[src/hw/rtl/brb_bank.sv]
// One byte lane of the ring store: one write port and one registered read port.
// Uses no package items.
module brb_bank #(
  parameter int ROWS = 128
) (
  input  logic                    clk_i,
  input  logic                    we_i,
  input  logic [$clog2(ROWS)-1:0] waddr_i,
  input  logic [7:0]              wdata_i,
  input  logic                    re_i,
  input  logic [$clog2(ROWS)-1:0] raddr_i,
  output logic [7:0]              rdata_o
);

  logic [7:0] mem_q [ROWS];
  logic [7:0] rdata_q;

  always_ff @(posedge clk_i) begin
    if (we_i) begin
      mem_q[waddr_i] <= wdata_i;
    end
    if (re_i) begin
      rdata_q <= mem_q[raddr_i];
    end
  end

  assign rdata_o = rdata_q;

endmodule

[config.mk]
export PLATFORM = sky130hd
export DESIGN_NAME = brb_bank
export DESIGN_NICKNAME = d
export VERILOG_FILES = /design/src/hw/rtl/brb_bank.sv
export SDC_FILE = /design/constraint.sdc
export NUM_CORES = 1
export LEC_CHECK = 0
export BUFFER_PORTS_ARGS = -buffer_cell sky130_fd_sc_hd__buf_2
export CAP_MARGIN = 20
export CORE_AREA = 2 2 449 228
export DETAILED_ROUTE_END_ITERATION = 8
export DIE_AREA = 0 0 451 230
export HOLD_SLACK_MARGIN = 0.02
export SLEW_MARGIN = 10
export SYNTH_ARGS = -nofsm -noshare
export SYNTH_HDL_FRONTEND = slang
export SYNTH_SLANG_ARGS = --single-unit
[constraint.sdc]
create_clock -name clk_i -period 3.55 [get_ports clk_i]
set_input_delay 0.355 -clock clk_i [delete_from_list [all_inputs] [get_ports clk_i]]
set_output_delay 0.355 -clock clk_i [all_outputs]
set_load 0.01 [all_outputs]
==> results_dict.tcl <==
set metrics [dict create \
    max_cap_violations 0 \
    grt_antenna_before_repair 14 \
    p_switching_mw 5.141 \
    global_route_wire_length_before_repair_mm 134.2 \
    synth_adder_area_share_pct 0 \
    viasPerCell 5.553 \
    insertion_delay_ps 660 \
    p_per_cell_area_nw_per_um2 537.0 \
    vias_in_the_first_global_route 18534 \
    hold_viol 0 \
    synthMuxAreaShare_pct 19.27 \
    slew_headroom_pct 26.08 \
    worst_path_arrival_time_ps 2970 \
    final_core_util_pct 45.86 \
    power_frac_clock_pct 39.6 \
    timing.critical_path.from_type "input port" \
    yosysWarningCount 0 \
    synth_compound_gate_area_share_pct 0 \
    wire_length_per_cell_um 28.45 \
    placed_cells 3070 \
    core_area_sq_um 99620 \
    syn-cell-area_sq_um 39750 \
    min_path_type "in -> reg" \
    number_of_gates_resized_after_cts 0 \
    die_span_y_um 230 \
    detailroute.via_count 18009 \
    crit_type "in -> reg" \
    synth_top_family_by_area "multiplexers" \
    tightestPinTransition_ps 1109 \
    cp_max_fo 14 \
    design.portCount 33 \
    synthCells 1635 \
    cts_made_buffers 93 \
    clock_skew_ps 13.49 \
    pre_cts_slack_ps 303.1 \
    post-route-drc-count 0 \
    synthDominantAreaCellType "edfxtp_1" \
    finalSetupTns_ps 0 \
    sequentialPowerShare_pct 55.0 \
    bufs_on_longest_clock_path 3 \
    setup-violations-final 0 \
    synthSimpleGateAreaFrac_pct 1.753 \
    syn-mean-instance-area_sq_um 24.31 \
    pwr-share-comb_pct 5.4 \
    fin_nets 1849 \
    instance_area_at_placement_sq_um 42700 \
    flow.area_growth_from_synthesis_pct 14.94 \
    first_iter_violations 1943 \
    mappedNetlistNets 1660 \
    internal_portion_of_total_power_mw 19.39 \
    cts-hold-fix-buffers 0 \
    synth_top_area_share_pct 77.97 \
    final_critical_path_setup_slack_ps 994.3 \
    max-vdd-ir-drop_v 0.0004499 \
    clock_sinks 1032 \
    dpl.hpwl_mm 57.22 \
    most_common_cell_after_layout_fill_and_taps_aside "edfxtp_1" \
    placement.io_buffers 32 \
    clockRootBuffer "clkbuf_16" \
    layout.filler_cells 8076 \
    cts.htree.levels 3 \
    timing.critical_path.required_ps 3970 \
    final_layout_size_suffix_gt1_share_pct 34.67 \
    synth_xor_area_share_pct 0 \
    design_area_sq_um 45680 \
    endpoint_kind "flop" \
    die-area_sq_um 103700 \
    post-cts-setup-buffers 0 \
    status "complete, no violations" \
    multiInputGateArea_sq_um 8354 \
    std_cell_rows 82 \
    drt-pass1-iter-count 5 \
    gr-total-overflow 0 \
    netlist_top_cells_area "edfxtp_1 (78%), mux4_2 (19%), nor2_1 (1.2%)" \
    power.share.switching_pct 20.96 \
    min_period_over_period_pct 71.99 \
    drv_slew 0 \
    route.final.wire_length_mm 92.26 \
    grt_max_degree 129 \
    rsz0062_at_grt "no" \
    max_clock_freq_mhz 391.3 \
    p_leak_nw 14.07 \
    layout_min_cycle_time_ps 2556 \
    netlist-cell-type-count 16 \
    fp.dieW_um 451 \
    layout.cells.most_common_list "edfxtp_1 (1032), mux4_2 (336), buf_4 (130), nor2_1 (122), clkbuf_16 (97)" \
    synth.ff_latch_count 1032 \
    globalplace.congestion 0.8156 \
    layout.area.seq_sq_um 30990 \
    antenna_violating_nets_post_route 0 \
    tritoncts "yes" \
    yosysSeqAreaShare_pct 77.97 \
    clk_transition_reported_paths_ps 60 \
    start_util_pct 39.90 \
    final-instance-count-excl-fill 3243 \
    groute.usage.overall_pct 18.01 \
]
## logic make-up (layout without fill, tap and decap cells)
kind of cell,after synthesis,after routing
buffers and inverters,89,349
AND/OR/NAND/NOR,170,170
multiplexers,344,344
other,0,4
flip-flops,1032,1032
## layer usage
metal	routed length, um	GRT usage, %
met5	17	0
met4	2570	5.508
met3	6558	3.813
met2	42140	27.11
met1	40970	26.49
## through the flow
stage               power (mW)  hold WS, ps
global placement         15.06        773.2
detailed placement       15.08        778.2
finish                   24.53        104.6
global route             25.24        76.65
floorplan                14.42        453.9
CTS                      24.72        68.20
## cell type report
class                   count  share of cell area (%)
clock inverters            49                  0.8655
well taps                1344                   3.681
flip-flops and latches   1032                   67.84
multi-input cells         514                   18.29
repair buffers            183                   3.829
diodes                      4                 0.02191
clock buffers             117                   5.478
## cell usage after synthesis
cell / n
buf_6: 1
nand2b_1: 2
or3_1: 1
nand4_1: 3
nor2b_1: 7
edfxtp_1: 1032
nor2_1: 122
mux4_2: 336
nand3_1: 12
nor3_1: 9
mux2_2: 8
clkbuf_1: 44
nand2_1: 14
buf_2: 15
buf_4: 11
buf_1: 18
## flip-flops by register name (all words and copies together), names as in the netlist
signal,cells
rdata_o,8
mem_q,1024
## final timing paths
check / from / to / slack (ps) / depth (start not counted)
setup reg to reg: mem_q[87][5] / rdata_o[5] / 1000 / 4
hold / removal: wdata_i[2] / mem_q[126][2] / 100 / 1
hold reg to reg: mem_q[23][1] / rdata_o[1] / 1200 / 4
setup / recovery: raddr_i[0] / rdata_o[4] / 990 / 7
## power by group through the flow
stage	registers [mW]	logic, mW	clock network [mW]
6_report	13.5	1.32	9.73
3_3_place_gp	13.8	1.30	0
2_1_floorplan	13.7	0.681	0
3_5_place_dp	13.8	1.32	0
5_1_grt	13.5	1.39	10.4
4_1_cts	13.5	1.32	9.91
## critical path: stages
cell and delay [ps]:
buf_8 200, buf_12 220, buf_4 200, mux4_2 570, mux4_2 560, mux4_2 560
mux2_2 280
(Power assumes the default switching activity.)
