--- config.mk ---
export PLATFORM = sky130hd
export DESIGN_NAME = brb_ctrl
export DESIGN_NICKNAME = d
export VERILOG_FILES = /design/src/hw/rtl/brb_pkg.sv /design/src/hw/rtl/brb_ctrl.sv
export SDC_FILE = /design/constraint.sdc
export NUM_CORES = 1
export LEC_CHECK = 0
export BUFFER_PORTS_ARGS = -buffer_cell sky130_fd_sc_hd__buf_2
export CORE_MARGIN = 4
export CORE_UTILIZATION = 51
export DETAILED_ROUTE_END_ITERATION = 10
export PLACE_DENSITY_LB_ADDON = 0.05
export SLEW_MARGIN = 20
export SYNTH_ARGS = -nofsm -noshare
export SYNTH_HDL_FRONTEND = slang
export SYNTH_SLANG_ARGS = --single-unit
--- constraint.sdc ---
create_clock -name clk_i -period 5.5 [get_ports clk_i]
set_clock_uncertainty 0.2 [all_clocks]
set_input_delay 0.55 -clock clk_i [delete_from_list [all_inputs] [get_ports clk_i]]
set_output_delay 0.55 -clock clk_i [all_outputs]
set_load 0.03 [all_outputs]
--- src/hw/rtl/brb_pkg.sv ---
// Package for the byte ring buffer chunk queue.
// Holds the shared widths, codes and the stage record type; no dependencies.
package brb_pkg;

  localparam int DEPTH_DEF     = 1024;
  localparam int MAX_CHUNK_DEF = 8;

  localparam int QSIZE_W  = 11;
  localparam int LEN_W    = 4;
  localparam int DATA_W   = 64;
  localparam int FILL_W   = 10;
  localparam int LANE_W   = 3;
  localparam int PADDR_W  = 3;
  localparam int PDATA_W  = 32;

  localparam logic [QSIZE_W-1:0] QSIZE_RESET = 11'd1024;

  // Register select taken from paddr bit 2.
  localparam logic REG_QSIZE = 1'b0;

  typedef enum logic {
    ACT_WRITE = 1'b0,
    ACT_READ  = 1'b1
  } act_e;

  typedef enum logic [1:0] {
    CAUSE_NONE     = 2'd0,
    CAUSE_NO_ROOM  = 2'd1,
    CAUSE_TOO_LONG = 2'd2
  } cause_e;

  // Result record handed from the control stage to the output stage.
  typedef struct packed {
    logic              acc;
    cause_e            cause;
    logic              rd;
    logic [LANE_W-1:0] lane;
    logic [LEN_W-1:0]  len;
    logic [FILL_W-1:0] fill;
  } meta_t;

endpackage

--- src/hw/rtl/brb_ctrl.sv ---
// Control stage: queue size register, fill count, lane pointers and the
// all-or-nothing decision for each chunk. Depends on brb_pkg.
module brb_ctrl import brb_pkg::*; #(
  parameter int DEPTH = DEPTH_DEF,
  parameter int NB    = MAX_CHUNK_DEF,
  localparam int BD   = (DEPTH + NB - 1) / NB,
  localparam int RW   = $clog2(BD)
) (
  input  logic                      clk_i,
  input  logic                      rst_ni,
  input  logic                      accept_i,
  input  logic                      action_i,
  input  logic [LEN_W-1:0]          chunk_length_i,
  input  logic [DATA_W-1:0]         write_data_i,
  input  logic                      cfg_we_i,
  input  logic [QSIZE_W-1:0]        cfg_wdata_i,
  output logic [QSIZE_W-1:0]        qsize_o,
  output meta_t                     meta_o,
  output logic [NB-1:0]             bank_we_o,
  output logic [NB-1:0][RW-1:0]     bank_waddr_o,
  output logic [NB-1:0][7:0]        bank_wdata_o,
  output logic [NB-1:0]             bank_re_o,
  output logic [NB-1:0][RW-1:0]     bank_raddr_o
);

  localparam int LW = (NB > 1) ? $clog2(NB) : 1;
  localparam int FW = $clog2(DEPTH);
  localparam int SW = $clog2(DEPTH + 1);
  localparam int CW = ((SW > QSIZE_W) ? SW : QSIZE_W) + 1;

  logic [QSIZE_W-1:0] qsize_q;
  logic [FW-1:0]      fill_q;
  logic [RW-1:0]      wr_row_q, rd_row_q;
  logic [LW-1:0]      wr_lane_q, rd_lane_q;

  logic [CW-1:0] qs, ring, fill_ext, len_ext, fill_nx;
  logic          too_long, is_read, ok_wr, ok_rd;
  cause_e        cause;

  logic [4:0]    wsum, rsum;
  logic          wcarry, rcarry;
  logic [7:0][7:0] wbytes;

  function automatic logic [RW-1:0] row_inc(input logic [RW-1:0] r);
    return (r == RW'(BD - 1)) ? '0 : r + 1'b1;
  endfunction

  assign wbytes = write_data_i;

  always_comb begin
    qs       = CW'(qsize_q);
    fill_ext = CW'(fill_q);
    len_ext  = CW'(chunk_length_i);
    if (qs < CW'(2)) begin
      ring = CW'(2);
    end else if (qs > CW'(DEPTH)) begin
      ring = CW'(DEPTH);
    end else begin
      ring = qs;
    end
    too_long = chunk_length_i > LEN_W'(NB);
    is_read  = (action_i == ACT_READ);
    ok_wr    = !too_long && !is_read && ((fill_ext + len_ext) < ring);
    ok_rd    = !too_long && is_read && (fill_ext >= len_ext);
    if (too_long) begin
      cause = CAUSE_TOO_LONG;
    end else if (ok_wr || ok_rd) begin
      cause = CAUSE_NONE;
    end else begin
      cause = CAUSE_NO_ROOM;
    end
    if (ok_wr) begin
      fill_nx = fill_ext + len_ext;
    end else if (ok_rd) begin
      fill_nx = fill_ext - len_ext;
    end else begin
      fill_nx = fill_ext;
    end
  end

  // Pointers are a (row, lane) pair; a chunk of at most NB bytes crosses
  // at most one row boundary.
  assign wsum   = 5'(wr_lane_q) + 5'(chunk_length_i);
  assign rsum   = 5'(rd_lane_q) + 5'(chunk_length_i);
  assign wcarry = wsum >= 5'(NB);
  assign rcarry = rsum >= 5'(NB);

  for (genvar b = 0; b < NB; b++) begin : g_lane
    logic [4:0] woff;
    logic       wsame, rsame;
    assign wsame = 5'(b) >= 5'(wr_lane_q);
    assign rsame = 5'(b) >= 5'(rd_lane_q);
    assign woff  = wsame ? 5'(b) - 5'(wr_lane_q) : 5'(b) + 5'(NB) - 5'(wr_lane_q);
    assign bank_we_o[b]    = accept_i && ok_wr && (woff < 5'(chunk_length_i));
    assign bank_waddr_o[b] = wsame ? wr_row_q : row_inc(wr_row_q);
    assign bank_wdata_o[b] = wbytes[woff[2:0]];
    assign bank_re_o[b]    = accept_i && ok_rd;
    assign bank_raddr_o[b] = rsame ? rd_row_q : row_inc(rd_row_q);
  end

  always_comb begin
    meta_o.acc   = ok_wr || ok_rd;
    meta_o.cause = cause;
    meta_o.rd    = ok_rd;
    meta_o.lane  = LANE_W'(rd_lane_q);
    meta_o.len   = chunk_length_i;
    meta_o.fill  = fill_nx[FILL_W-1:0];
  end

  always_ff @(posedge clk_i or negedge rst_ni) begin
    if (!rst_ni) begin
      qsize_q   <= QSIZE_RESET;
      fill_q    <= '0;
      wr_row_q  <= '0;
      wr_lane_q <= '0;
      rd_row_q  <= '0;
      rd_lane_q <= '0;
    end else if (cfg_we_i) begin
      // A new queue size empties the queue.
      qsize_q   <= cfg_wdata_i;
      fill_q    <= '0;
      wr_row_q  <= '0;
      wr_lane_q <= '0;
      rd_row_q  <= '0;
      rd_lane_q <= '0;
    end else if (accept_i) begin
      fill_q <= fill_nx[FW-1:0];
      if (ok_wr) begin
        wr_lane_q <= wcarry ? LW'(wsum - 5'(NB)) : LW'(wsum);
        wr_row_q  <= wcarry ? row_inc(wr_row_q) : wr_row_q;
      end
      if (ok_rd) begin
        rd_lane_q <= rcarry ? LW'(rsum - 5'(NB)) : LW'(rsum);
        rd_row_q  <= rcarry ? row_inc(rd_row_q) : rd_row_q;
      end
    end
  end

  assign qsize_o = qsize_q;

endmodule

==> metrics.txt <==
Synth Flop Type=dfrtp_1; Port Buffers=307; Slew @ Worst Pin=1.097 ns; row cnt=44; sequential share of the synthesized area=13.31%; run status=finished, final reports clean; R2R Path Start=fill_q[1]; R2R Setup Slk=1.06 ns; Crit path depth=15; fin nets=1350; Clock Sinks=41; die area=17160 um2; Syn Std Cell Area=7717 um2; Critical R2R Capture=wr_row_q[4]; via density per instance=5.792; Synth top area share=18.68%; final hold vios=0; Starting Density=52.50%; CP endpoint=bank_we_o[4]; post-synthesis register bit count=41; final RePlAce weighted congestion=0.9822; hold_buf cts=0; type of origin of the critical path=primary input; Crit Path Category=in2out; Setup Buffers After CTS=0; Synth async-reset ratio=100.0%; initial antenna violation count=2; Placed Instances=1377; Tmin final=5.147 ns; leakage=4.937 nW; drt wl/cell=17.63 um; core area=14700 um2; max incr delay on CP=0.50 ns; Hold Crit Class=in2async; H-tree depth=2; EDFF count, synth=0; TritonCTS clock tree=built; CTS buffer count=5; CP Launch Point=chunk_length_i[2]; largest net degree at the start of global routing=67; Max Root-Sink Buffers=2; Critical Path RT=4.75 ns; cell depth of the worst flop-to-flop path=14; Synth cell types=67; Area contributors post-synth=mux4_2 19%, dfrtp_1 13%, nand2_1 13%, ha_1 10%, mux2_2 5.4%; Final setup viols=0; relative slew slack=26.83%; first-pass GRT wire length=37420 um; share of layout cells above drive strength 1=37.80%; Fillers=1334; most common cell in the synthesized netlist=nand2_1; Non-Filler Instances=1387; Syn Inst Count=960; syn nets=1110; initial drt markers=507; Register Area=1032 um2; CP bufs+invs=4; Crit Path Max Fanout=11; vias in the first global route=7254; YS warnings=0; ANT nets after route=0; # IOs=308; setup TNS=0 ns; final period utilization=93.58%; Root Driver=clkbuf_16; delay-heaviest family, CP=compound AO/OA/AOI/OAI gates; WP data arrival=4.40 ns; Fmax achieved=194.3 MHz; Pre-antenna DRT Iters=6; Die Width=131.0 um; area leader, netlist=mux4_2; drt drc=0; gr usage total=26.98%; Post-synth top cells=260 x nand2_1, 68 x nor2_1, 64 x mux4_2, 62 x ha_1, 53 x clkbuf_1; DR vias=8034; Power Density=306.7 nW/um2; slowest stage cell, crit path=a2111oi_4; Avg Cell Area, Syn=8.039 um2; P&R area growth vs syn=21.56%; clk_lat worst skew=0.29 ns; area of the multi-input gates=6155 um2; final wirelength=24460 um; Crit. End Element=primary output; total gr overflow=0; clk slew on worst S/H paths=0.07 ns; Worst IR Drop VDD=0.2609 mV; Die H=131.0 um; Max-cap violations=0; Critical Path, Cell by Cell=buf_2 > inv_1 > ha_1 > inv_1 > o211ai_1 > a21boi_1 > and3_1 > xor2_1 > ha_1 > a211oi_1 > o21ai_0 > a2111oi_4 > nand2_2 > a2111oi_0 > buf_2; Final HPWL DP=18610 um; RSZ-0062 raised after global routing=false; Slew Limit Fails=0
[stage by stage]
step                worst slack [ns]  utilization [%]  total power, mW  hold slack, ns  instance area (um2)
global route                 0.04506            63.82            3.084          0.1073                 9382
global placement              0.3214            62.47            2.503          0.3404                 9183
finish                        0.3529            63.82            2.877         0.06366                 9382
detailed placement            0.2241            62.47            2.512          0.3470                 9183
floorplan                    -0.2758                -            1.969         0.05441                 7717
CTS                           0.1692            63.62            2.872          0.2760                 9351
[state kept, by name, indices dropped and copies added, names as in the netlist]
signal,cells
fill_q,10
wr_lane_q,3
rd_row_q,7
qsize_o,11
rd_lane_q,3
wr_row_q,7
[layout by cell type, fill, tap and decap left out, types with 33 or more instances in the layout]
master	instances
buf_2	306
nand2_1	259
nor2_1	68
mux4_2	64
ha_1	61
a21oi_1	38
dfrtp_1	38
xnor2_1	37
mux2_2	37
inv_1	33
o21ai_0	33
[power breakdown]
part / switching (mW) / internal, mW
logic: 1.39 / 0.718
registers: 0.0792 / 0.339
clock network: 0.133 / 0.215
total: 1.60 / 1.27
[how the worst min path moves through the flow]
stage	start	to	depth (start not counted)
finish	rst_ni	rd_row_q[6]	1
global route	rst_ni	rd_row_q[6]	1
CTS	rst_ni	rd_lane_q[0]	1
detailed placement	qsize_o[3]	qsize_o[3]	1
global placement	qsize_o[7]	qsize_o[7]	1
floorplan	rst_ni	fill_q[0]	0
[area by class of cell]
cell class	count	area share, %
Antenna cell	2	0.05335
Clock buffer	5	1.334
Clock inverter	3	0.4668
Inverter	38	1.520
Multi-Input combinational cell	793	65.60
Sequential cell	41	11.00
Tap cell	184	2.454
Timing Repair Buffer	321	17.56
[per-layer routing]
layer  up-vias  track usage (%)  part of all wire, %
met2       370            44.98                   48
met5         -                0                    0
li1       3841                -                    -
met3        43            5.000                  8.6
met4         0            6.231                  2.0
met1      3780            36.55                   42
[cells by family (layout without fill, tap and decap cells)]
family,count (synthesis),in the layout,share of synthesized area (%)
xor+xnor,62,62,7.036
simple gates,402,402,21.95
fa+ha+maj,66,66,11.09
flops,41,41,13.31
mux,119,119,26.41
other cells,1,3,0.04859
compound gates,143,143,12.94
buf+inv,126,367,7.214
[what timing repair did]
item / in CTS / in global routing
endpoints found under the setup margin: 0 / 8
resized for setup: 0 / 3
endpoints found under the hold margin: 0 / 0
No activity file was read; power rests on OpenSTA's default activity.
