==> config.mk <==
export PLATFORM = sky130hd
export DESIGN_NAME = brb_out
export DESIGN_NICKNAME = d
export VERILOG_FILES = /design/src/hw/rtl/brb_pkg.sv /design/src/hw/rtl/brb_out.sv
export SDC_FILE = /design/constraint.sdc
export NUM_CORES = 1
export LEC_CHECK = 0
export BUFFER_PORTS_ARGS = -buffer_cell sky130_fd_sc_hd__buf_2
export CAP_MARGIN = 20
export CORE_MARGIN = 2
export CORE_UTILIZATION = 56
export CTS_CLUSTER_DIAMETER = 200
export DETAILED_ROUTE_END_ITERATION = 12
export PLACE_DENSITY = 0.95
export SLEW_MARGIN = 20
export SYNTH_ARGS = -nofsm -noshare
export SYNTH_HDL_FRONTEND = slang
export SYNTH_SLANG_ARGS = --single-unit
==> constraint.sdc <==
create_clock -name clk_i -period 6.4 [get_ports clk_i]
set_input_delay 1.92 -clock clk_i [delete_from_list [all_inputs] [get_ports clk_i]]
set_output_delay 1.92 -clock clk_i [all_outputs]
set_load 0.02 [all_outputs]
==> src/hw/rtl/brb_pkg.sv <==
// Package for the byte ring buffer chunk queue.
// Holds the shared widths, codes and the stage record type; no dependencies.
package brb_pkg;

  localparam int DEPTH_DEF     = 1024;
  localparam int MAX_CHUNK_DEF = 8;

  localparam int QSIZE_W  = 11;
  localparam int LEN_W    = 4;
  localparam int DATA_W   = 64;
  localparam int FILL_W   = 10;
  localparam int LANE_W   = 3;
  localparam int PADDR_W  = 3;
  localparam int PDATA_W  = 32;

  localparam logic [QSIZE_W-1:0] QSIZE_RESET = 11'd1024;

  // Register select taken from paddr bit 2.
  localparam logic REG_QSIZE = 1'b0;

  typedef enum logic {
    ACT_WRITE = 1'b0,
    ACT_READ  = 1'b1
  } act_e;

  typedef enum logic [1:0] {
    CAUSE_NONE     = 2'd0,
    CAUSE_NO_ROOM  = 2'd1,
    CAUSE_TOO_LONG = 2'd2
  } cause_e;

  // Result record handed from the control stage to the output stage.
  typedef struct packed {
    logic              acc;
    cause_e            cause;
    logic              rd;
    logic [LANE_W-1:0] lane;
    logic [LEN_W-1:0]  len;
    logic [FILL_W-1:0] fill;
  } meta_t;

endpackage

==> src/hw/rtl/brb_out.sv <==
// Output stage: holds the result record while the bank reads complete,
// rotates the lanes into chunk order and drives the result register.
// Depends on brb_pkg.
module brb_out import brb_pkg::*; #(
  parameter int NB = MAX_CHUNK_DEF
) (
  input  logic               clk_i,
  input  logic               rst_ni,
  input  logic               accept_i,
  input  meta_t              meta_i,
  input  logic [NB-1:0][7:0] bank_rdata_i,
  input  logic               out_ready_i,
  output logic               in_ready_o,
  output logic               out_valid_o,
  output logic               accepted_o,
  output logic [1:0]         refuse_cause_o,
  output logic [DATA_W-1:0]  read_data_o,
  output logic [FILL_W-1:0]  fill_level_o
);

  localparam int LW = (NB > 1) ? $clog2(NB) : 1;

  logic              s1_v_q, out_v_q, adv;
  meta_t             s1_meta_q;
  logic [7:0][7:0]   rbytes;
  logic              acc_q;
  cause_e            cause_q;
  logic [DATA_W-1:0] rdata_q;
  logic [FILL_W-1:0] fill_q;

  assign adv        = !out_v_q || out_ready_i;
  assign in_ready_o = !s1_v_q || adv;

  for (genvar i = 0; i < 8; i++) begin : g_byte
    if (i < NB) begin : g_live
      logic [4:0]    sum;
      logic [LW-1:0] idx;
      assign sum = 5'(s1_meta_q.lane) + 5'(i);
      assign idx = (sum >= 5'(NB)) ? LW'(sum - 5'(NB)) : LW'(sum);
      assign rbytes[i] = (s1_meta_q.rd && (LEN_W'(i) < s1_meta_q.len)) ?
                         bank_rdata_i[idx] : 8'h00;
    end else begin : g_zero
      assign rbytes[i] = 8'h00;
    end
  end

  always_ff @(posedge clk_i or negedge rst_ni) begin
    if (!rst_ni) begin
      s1_v_q  <= 1'b0;
      out_v_q <= 1'b0;
    end else begin
      if (in_ready_o) begin
        s1_v_q <= accept_i;
      end
      if (adv) begin
        out_v_q <= s1_v_q;
      end
    end
  end

  always_ff @(posedge clk_i) begin
    if (accept_i) begin
      s1_meta_q <= meta_i;
    end
    if (adv && s1_v_q) begin
      acc_q   <= s1_meta_q.acc;
      cause_q <= s1_meta_q.cause;
      rdata_q <= rbytes;
      fill_q  <= s1_meta_q.fill;
    end
  end

  assign out_valid_o    = out_v_q;
  assign accepted_o     = acc_q;
  assign refuse_cause_o = cause_q;
  assign read_data_o    = rdata_q;
  assign fill_level_o   = fill_q;

endmodule

==> impl_metrics.py, run 1 <==
metrics = {
    "status": {
        "status": "finished clean",
    },
    "global_routing": {
        "grt_pass1_wl_um": 22000,
        "grt_start_max_net_pins": 78,
        "overflow": 0,
        "grtUsageTotal": 0.281,
        "antenna_found_initial": 0,
        "grt_pass1_vias": 4347,
    },
    "worst_setup_path": {
        "cp_cell_sequence": "buf_2 > nand3b_1 > buf_2",
        "r2r_end": "read_data_o[47]",
        "worst-endpoint-arrival_ns": 2.40,
        "r2r-start": "s1_meta_q[14]",
        "cp_slowest_cell": "nand3b_1",
        "cp-end-kind": "output pin",
        "max_stage_delay_ns": 0.19,
        "crit_path_start": "out_ready_i",
        "endpoint": "in_ready_o",
        "path_buf_inv": 2,
        "crit_family": "buffers and inverters",
        "critPathMaxFanout": 2,
        "critPathMostFrequentCell": "buf_2",
        "path_depth": 3,
        "cp_data_required_time_ns": 4.48,
        "cp-start-kind": "input pin",
        "criticalPathCategory": "in -> out",
        "ff2ff_setup_slack_ns": 2.76,
        "reg2reg_depth": 7,
    },
    "timing": {
        "final_max_slew_viol_count": 0,
        "fin_skew_ns": 0.0114,
        "tns_ns": 0,
        "max_clock_freq_mhz": 231,
        "max-slew-margin-rel": 0.324,
        "hold_viol": 0,
        "timing.final.crit_share": 0.675,
        "fin_crit_ns": 4.32,
        "setup_viol": 0,
        "rsz0062_at_grt": "no",
        "worst_slew_pin_slew_ns": 1.01,
    },
    "route": {
        "routedWlPerCell_um": 20.3,
        "drt-pass1-iter-count": 6,
        "first_iter_violations": 475,
        "num_vias": 4497,
        "drc": 0,
        "ant_nets": 0,
        "postRouteWirelength_um": 14900,
        "viasPerCell": 6.14,
    },
    "placed_design": {
        "finalWeightedCongestion": 0.926,
        "io_buffers": 167,
        "place_hpwl_um": 10800,
    },
    "layout": {
        "fin_util": 0.687,
        "syn_to_final_growth_pct": 18.9,
        "n_antenna_cell": 0,
        "nets": 690,
        "drive_above_1_share": 0.396,
        "final-seq-area_um2": 2990,
        "multi_input_area_um2": 2170,
        "final.fill_count": 720,
    },
    "pwr": {
        "peakVddDrop_uv": 168,
        "p_leak_nw": 2.58,
        "powerDensity_nw_per_um2": 268,
    },
    "cts": {
        "cts_root_buf": "clkbuf_8",
        "cts_resized": 0,
        "htree_num_levels": 3,
        "clock_sinks": 100,
        "clockBufferDepth": 2,
        "cts_setup_buffers": 0,
        "ctsHoldBuffers": 0,
        "cts_tree": "built",
        "path_clk_slew_ns": 0.09,
        "clk_latency_ns": 0.37,
        "cts_buffers": 9,
    },
    "hold_path": {
        "hold_path.class": "reg -> reg",
    },
    "logic_synthesis": {
        "syn_area_um2": 5370,
        "synth_seq_cells": 100,
        "seq_area_frac_synth": 0.558,
        "synthesis.nets": 537,
        "syn_area_per_cell_um2": 12.0,
        "synthesis.instances": 446,
        "yosys_warnings": 0,
        "ys_types": 39,
    },
    "run": {
        "drv_cap": 0,
    },
    "die": {
        "die_area_um2": 10400,
        "fp.coreArea_um2": 9280,
        "die_w_um": 102,
        "start_util": 0.578,
        "dieHeight_um": 102,
        "boundaryPins": 168,
        "core.rowCount": 35,
    },
}
-- synthesized netlist by cell type, drive strengths merged --
| cell | number | area share |
|---|---|---|
| o211ai | 1 | 0.0014 |
| a211o | 1 | 0.0016 |
| nor3 | 24 | 0.022 |
| edfxtp | 98 | 0.55 |
| and2 | 1 | 0.0012 |
| o21ai | 19 | 0.018 |
| a21oi | 15 | 0.014 |
| xor2 | 2 | 0.0047 |
| nor2 | 23 | 0.017 |
| nor2b | 2 | 0.0023 |
| o31a | 1 | 0.0016 |
| ha | 2 | 0.0047 |
| nand3 | 2 | 0.0028 |
| or2 | 2 | 0.0023 |
| or4 | 1 | 0.0014 |
| nor4 | 1 | 0.0023 |
| inv | 3 | 0.0021 |
| mux2i | 33 | 0.062 |
| xnor2 | 2 | 0.0033 |
| clkbuf | 5 | 0.0037 |
| mux2 | 49 | 0.10 |
| and3 | 1 | 0.0012 |
| buf | 22 | 0.033 |
| o2bb2ai | 7 | 0.011 |
| nand2 | 49 | 0.035 |
| dfrtp | 2 | 0.0093 |
| nand2b | 5 | 0.0058 |
| nand3b | 1 | 0.0014 |
| o22ai | 72 | 0.084 |
-- power by group --
group,switching [mW],internal (mW)
registers,0.0240,0.806
logic,0.307,0.167
clock network,0.223,0.181
total,0.554,1.15
-- cell families (layout without fill, tap and decap cells) --
kind of cell,count (synthesis),after routing,share of synthesized area
AOI/OAI and AO/OA,116,116,0.132
and+or+nand+nor,112,112,0.0945
DFF,100,100,0.558
muxes,82,82,0.164
buffers and inverters,30,188,0.0389
xor gates and xnor gates,4,4,0.00793
adders and majority gates,2,2,0.00466
-- cell type report --
type / instances / area share
tap: 129 / 0.0253
inverter: 3 / 0.00176
multi-input combinational: 316 / 0.339
clock buffer: 10 / 0.0200
sequential: 100 / 0.469
clock inverter: 6 / 0.0100
timing repair buffer: 169 / 0.135
-- sequential cells by signal, indices dropped and copies added (netlist names) --
register        flops
refuse_cause_o      2
accepted_o          1
s1_meta_q          21
s1_v_q              1
fill_level_o       10
read_data_o        64
out_valid_o         1
-- per-layer routing --
layer  track usage  share of wire
met5             0              0
met4        0.0964          0.027
met3        0.0705           0.11
met2         0.471           0.49
met1         0.360           0.37
-- worst min path at each step --
stage / start / end / slack (ns) / depth (start not counted)
floorplan: s1_meta_q[20] / accepted_o / 0.40 / 0
CTS: s1_meta_q[20] / accepted_o / 0.43 / 0
finish: s1_meta_q[7] / fill_level_o[7] / 0.43 / 0
global route: s1_meta_q[20] / accepted_o / 0.43 / 0
global placement: s1_meta_q[6] / fill_level_o[6] / 0.40 / 0
detailed placement: s1_meta_q[19] / refuse_cause_o[1] / 0.41 / 0
-- per-stage QoR --
stage                     cell area, um2  std cells  total power [mW]  worst slack (ns)  hold slack [ns]
after floorplan                     5370        446              1.17              2.13            0.400
after global placement              6170        716              1.29              2.09            0.403
after detailed placement            6170        716              1.31              2.07            0.405
after CTS                           6370        732              1.70              2.07            0.430
after global routing                6380        733              1.78              2.07            0.435
final                               6380        733              1.71              2.08            0.429
-- cell usage in the layout (no fill, tap or decap), types with 9 or more instances in the layout --
master / Yosys / final
o21ai_0: 12 / 12
edfxtp_1: 98 / 98
mux2i_1: 33 / 33
nand2_1: 48 / 48
mux2_2: 49 / 49
nor3_1: 24 / 24
o22ai_1: 72 / 72
clkbuf_8: 0 / 9
nor2_1: 22 / 22
a21oi_1: 15 / 15
buf_2: 7 / 167
(Power assumes the default switching activity.)
==> run 2: changes to the inputs <==
--- a/config.mk
+++ b/config.mk
@@ -8,10 +8,10 @@
 export BUFFER_PORTS_ARGS = -buffer_cell sky130_fd_sc_hd__buf_2
 export CAP_MARGIN = 20
 export CORE_MARGIN = 2
-export CORE_UTILIZATION = 56
+export CORE_UTILIZATION = 52
 export CTS_CLUSTER_DIAMETER = 200
 export DETAILED_ROUTE_END_ITERATION = 12
-export PLACE_DENSITY = 0.95
+export PLACE_DENSITY = 0.91
 export SLEW_MARGIN = 20
 export SYNTH_ARGS = -nofsm -noshare
 export SYNTH_HDL_FRONTEND = slang
==> constraint.sdc (replaced) <==
create_clock -name clk_i -period 4.3 [get_ports clk_i]
set_input_delay 1.29 -clock clk_i [delete_from_list [all_inputs] [get_ports clk_i]]
set_output_delay 1.29 -clock clk_i [all_outputs]
set_load 0.02 [all_outputs]
==> run 2 against run 1 <==
Compared with the run above: first-iteration DRC count increased by 46%; total power is 48% higher; clock-buffer cell count is the same; critical endpoint unchanged; combinational power up 51%; sequential power increased by 49%; clock skew fell by 0.0065 ns; flip-flop and latch count stayed put; largest cell class unchanged; worst hold slack worse by 0.0044 ns; worst setup slack got worse by 0.80 ns; critical path type unchanged; register-to-register slack got worse by 1.2 ns.
==> impl_metrics.py, run 2 (same netlist as run 1, synthesis figures left out) <==
metrics = {
    "route": {
        "top_layer": "met4",
        "drt-pass1-iter-count": 6,
        "num_vias": 4702,
        "dr_wl_met2_um": 7250,
        "ant_nets": 0,
        "first_iter_violations": 693,
        "wl_met3_um": 1610,
        "drc": 0,
        "postRouteWirelength_um": 14700,
        "routedWlPerCell_um": 19.8,
        "met1Wirelength_um": 5180,
        "viasPerCell": 6.34,
    },
    "timing": {
        "tns_ns": 0,
        "worst_slew_pin_slew_ns": 1.01,
        "fin_crit_ns": 3.03,
        "holdWs_ns": 0.425,
        "max-slew-margin-rel": 0.324,
        "setup_viol": 0,
        "final_max_slew_viol_count": 0,
        "fin_skew_ns": 0.00488,
        "rsz0062_at_grt": "no",
        "final.setup.worst_slack_ns": 1.27,
        "max_clock_freq_mhz": 330,
        "hold_viol": 0,
        "timing.final.crit_share": 0.704,
    },
    "die": {
        "die_w_um": 106,
        "dieHeight_um": 106,
        "start_util": 0.527,
        "die_area_um2": 11100,
        "fp.coreArea_um2": 10200,
        "boundaryPins": 168,
        "core.rowCount": 37,
    },
    "worst_setup_path": {
        "worst-endpoint-arrival_ns": 1.74,
        "r2r_end": "read_data_o[15]",
        "cp-start-kind": "input pin",
        "cp-end-kind": "output pin",
        "cp_data_required_time_ns": 3.01,
        "r2r-start": "s1_meta_q[15]",
        "criticalPathCategory": "in -> out",
        "ff2ff_setup_slack_ns": 1.55,
        "critPathMaxFanout": 2,
        "reg2reg_depth": 7,
    },
    "hold_path": {
        "min_path_cells": 0,
        "hold_path.class": "reg -> reg",
        "hold_start": "s1_meta_q[1]",
        "hold_path_end": "fill_level_o[1]",
    },
    "cts": {
        "cts_tree": "built",
        "clk_latency_ns": 0.38,
        "cts_resized": 0,
        "clock_sinks": 100,
        "path_clk_slew_ns": 0.10,
        "htree_num_levels": 3,
        "cts_setup_buffers": 0,
        "ctsHoldBuffers": 0,
        "clockBufferDepth": 2,
        "cts_buffers": 9,
        "cts_root_buf": "clkbuf_8",
    },
    "placed_design": {
        "finalWeightedCongestion": 0.863,
        "io_buffers": 167,
        "place_hpwl_um": 10700,
        "pre_cts_ws_ns": 1.28,
        "placed_cells": 725,
    },
    "layout": {
        "drive_above_1_share": 0.401,
        "largest_reg_flops": 64,
        "nets": 692,
        "syn_to_final_growth_pct": 19.5,
        "final_cell_mix": "buf_2 (167), edfxtp_1 (98), o22ai_1 (72)",
        "fin_util": 0.629,
        "n_antenna_cell": 0,
        "final_common_cell": "buf_2",
        "instances_no_fill": 742,
    },
    "pwr": {
        "peakVddDrop_uv": 265,
        "powerDensity_nw_per_um2": 395,
        "p_leak_nw": 2.60,
    },
    "global_routing": {
        "grt_pass1_vias": 4384,
        "grt_start_max_net_pins": 78,
        "grtUsageTotal": 0.260,
        "grt_pass1_wl_um": 22100,
        "antenna_found_initial": 0,
        "overflow": 0,
    },
    "run": {
        "drv_cap": 0,
    },
    "status": {
        "status": "finished clean",
    },
}
-- run 2: worst max-delay path by stage --
stage	slack [ns]	startpoint	to	depth (start not counted)
6_report	1.27	out_ready_i	in_ready_o	3
5_1_grt	1.24	out_ready_i	in_ready_o	3
4_1_cts	1.28	out_ready_i	in_ready_o	3
3_5_place_dp	1.28	out_ready_i	in_ready_o	3
3_3_place_gp	1.30	out_ready_i	in_ready_o	3
2_1_floorplan	0.66	out_ready_i	accepted_o	2
-- run 2: worst max-delay path, cell delays in order --
cell      delay, ns
buf_2          0.10
nand3b_1       0.17
buf_2          0.17
-- run 2: stage by stage --
step	power (mW)	area [um2]
floorplan	1.74	5370
global placement	1.92	6200
detailed placement	1.95	6200
CTS	2.51	6380
global route	2.63	6410
finish	2.53	6410
-- run 2: where the power goes --
| part | switching [mW] | internal, mW | leakage, nW |
|---|---|---|---|
| Clock | 0.347 | 0.230 | 0.0928 |
| Combinational | 0.461 | 0.254 | 1.51 |
| Sequential | 0.0377 | 1.20 | 0.988 |
-- run 2: routing by layer --
| metal | GRT usage | up-vias |
|---|---|---|
| li1 | - | 2047 |
| met1 | 0.321 | 2197 |
| met2 | 0.429 | 393 |
| met3 | 0.0501 | 65 |
| met4 | 0.148 | 0 |
| met5 | 0 | - |
-- run 2: cell type report --
class / instances / area (um2)
inverters: 3 / 11.3
fillers: 803 / 3770
clock inverters: 6 / 47.5
multi-input cells: 316 / 2170
well taps: 136 / 170
flip-flops and latches: 100 / 2990
clock buffers: 10 / 138
repair buffers: 171 / 886
==> run 3: changes to the inputs <==
==> constraint.sdc (replaced) <==
create_clock -name clk_i -period 2.93 [get_ports clk_i]
set_input_delay 0.879 -clock clk_i [delete_from_list [all_inputs] [get_ports clk_i]]
set_output_delay 0.879 -clock clk_i [all_outputs]
set_load 0.02 [all_outputs]
==> run 3 against run 2 <==
Compared with the run above: critical path depth grew 2; cell count grew 0.40%; sequential power grew 46%; final area grew 0.57%; flip-flop and latch count is the same.
==> impl_metrics.py, run 3 (same netlist as run 1, synthesis figures left out) <==
metrics = {
    "timing": {
        "max-slew-margin-rel": 0.429,
        "final.setup.worst_slack_ns": 0.696,
        "holdWs_ns": 0.253,
        "final_max_slew_viol_count": 0,
        "hold_viol": 0,
        "timing.final.crit_share": 0.762,
        "setup_viol": 0,
        "max_clock_freq_mhz": 448,
        "worst_slew_pin_slew_ns": 0.850,
        "fin_skew_ns": 0.00966,
        "rsz0062_at_grt": "no",
        "fin_crit_ns": 2.23,
        "tns_ns": 0,
    },
    "cts": {
        "cts_root_buf": "clkbuf_8",
        "cts_resized": 0,
        "htree_num_levels": 3,
        "cts_tree": "built",
        "cts_setup_buffers": 0,
        "ctsHoldBuffers": 0,
        "clock_sinks": 100,
        "clockBufferDepth": 2,
        "path_clk_slew_ns": 0.11,
        "clk_latency_ns": 0.38,
        "cts_buffers": 9,
    },
    "worst_setup_path": {
        "cp-end-kind": "flip-flop",
        "cp_cell_sequence": "buf_4 > ha_1 > xor2_1 > nand2_1 > o22ai_1",
        "crit_family": "buffers and inverters",
        "max_stage_delay_ns": 0.66,
        "cp_data_required_time_ns": 3.15,
        "worst-endpoint-arrival_ns": 2.45,
        "cp_slowest_cell": "buf_4",
        "critPathMaxFanout": 65,
        "ff2ff_setup_slack_ns": 0.70,
        "reg2reg_depth": 5,
        "cp-start-kind": "flip-flop",
        "r2r-start": "s1_meta_q[14]",
        "path_buf_inv": 1,
        "criticalPathCategory": "reg -> reg",
        "r2r_end": "read_data_o[11]",
    },
    "route": {
        "postRouteWirelength_um": 14200,
        "first_iter_violations": 431,
        "viasPerCell": 6.20,
        "drt-pass1-iter-count": 6,
        "num_vias": 4620,
        "drc": 0,
        "ant_nets": 0,
        "routedWlPerCell_um": 19.1,
    },
    "layout": {
        "fin_util": 0.633,
        "drive_above_1_share": 0.404,
        "nets": 695,
        "largest_reg_flops": 64,
        "final_common_cell": "buf_2",
        "syn_to_final_growth_pct": 20.2,
        "final_cell_mix": "buf_2 (167), edfxtp_1 (98), o22ai_1 (72)",
        "n_antenna_cell": 0,
    },
    "die": {
        "core.rowCount": 37,
        "die_w_um": 106,
        "boundaryPins": 168,
        "fp.coreArea_um2": 10200,
        "start_util": 0.527,
        "dieHeight_um": 106,
        "die_area_um2": 11100,
    },
    "pwr": {
        "powerDensity_nw_per_um2": 580,
        "p_leak_nw": 2.61,
        "peakVddDrop_uv": 459,
        "total_power_mw": 3.74,
    },
    "status": {
        "status": "finished clean",
    },
    "run": {
        "drv_cap": 0,
    },
    "placed_design": {
        "place_hpwl_um": 10600,
        "finalWeightedCongestion": 0.902,
        "pre_cts_ws_ns": 0.734,
        "io_buffers": 167,
    },
    "global_routing": {
        "grt_start_max_net_pins": 66,
        "grt_pass1_wl_um": 21400,
        "overflow": 0,
        "grt_pass1_vias": 4280,
        "grtUsageTotal": 0.251,
        "antenna_found_initial": 0,
    },
    "hold_path": {
        "hold_path.class": "in -> async",
    },
}
## run 3: cell types whose count changed in the layout (fill, tap and decap cells not counted)
cell	delta
buf_12	+1
buf_16	-1
clkinv_2	-1
clkinv_4	-3
inv_6	+2
clkinv_8	+3
buf_4	+3
clkbuf_8	-1
## run 3: worst max-delay path by stage
stage,startpoint,endpoint,depth (start not counted)
3_3_place_gp,out_ready_i,in_ready_o,3
6_report,s1_meta_q[14],read_data_o[11],5
5_1_grt,s1_meta_q[14],read_data_o[14],5
3_5_place_dp,s1_meta_q[14],read_data_o[11],5
2_1_floorplan,out_ready_i,accepted_o,2
4_1_cts,s1_meta_q[14],read_data_o[14],5
## run 3: final cells by class
cell class,count,area (um2)
Multi-Input combinational cell,316,2170
Fill cell,790,3740
Tap cell,136,170
Sequential cell,100,2990
Clock inverter,7,82.6
Timing Repair Buffer,174,901
Clock buffer,9,124
Inverter,3,11.3
## run 3: layer usage
layer	up-vias	share of wire	global-route usage
met3	45	0.10	0.0717
met4	0	0.028	0.0987
met5	-	0	0
li1	2054	-	-
met1	2176	0.37	0.309
met2	345	0.50	0.417
## run 3: report_power, final
| part | switching (mW) | total (mW) | internal (mW) |
|---|---|---|---|
| clock network | 0.547 | 0.886 | 0.339 |
| registers | 0.0517 | 1.81 | 1.76 |
| logic | 0.669 | 1.04 | 0.373 |
## run 3: per-stage QoR
step                instances  area, um2
finish                    745       6450
global route              745       6450
CTS                       745       6450
detailed placement        729       6240
global placement          729       6240
floorplan                 446       5370
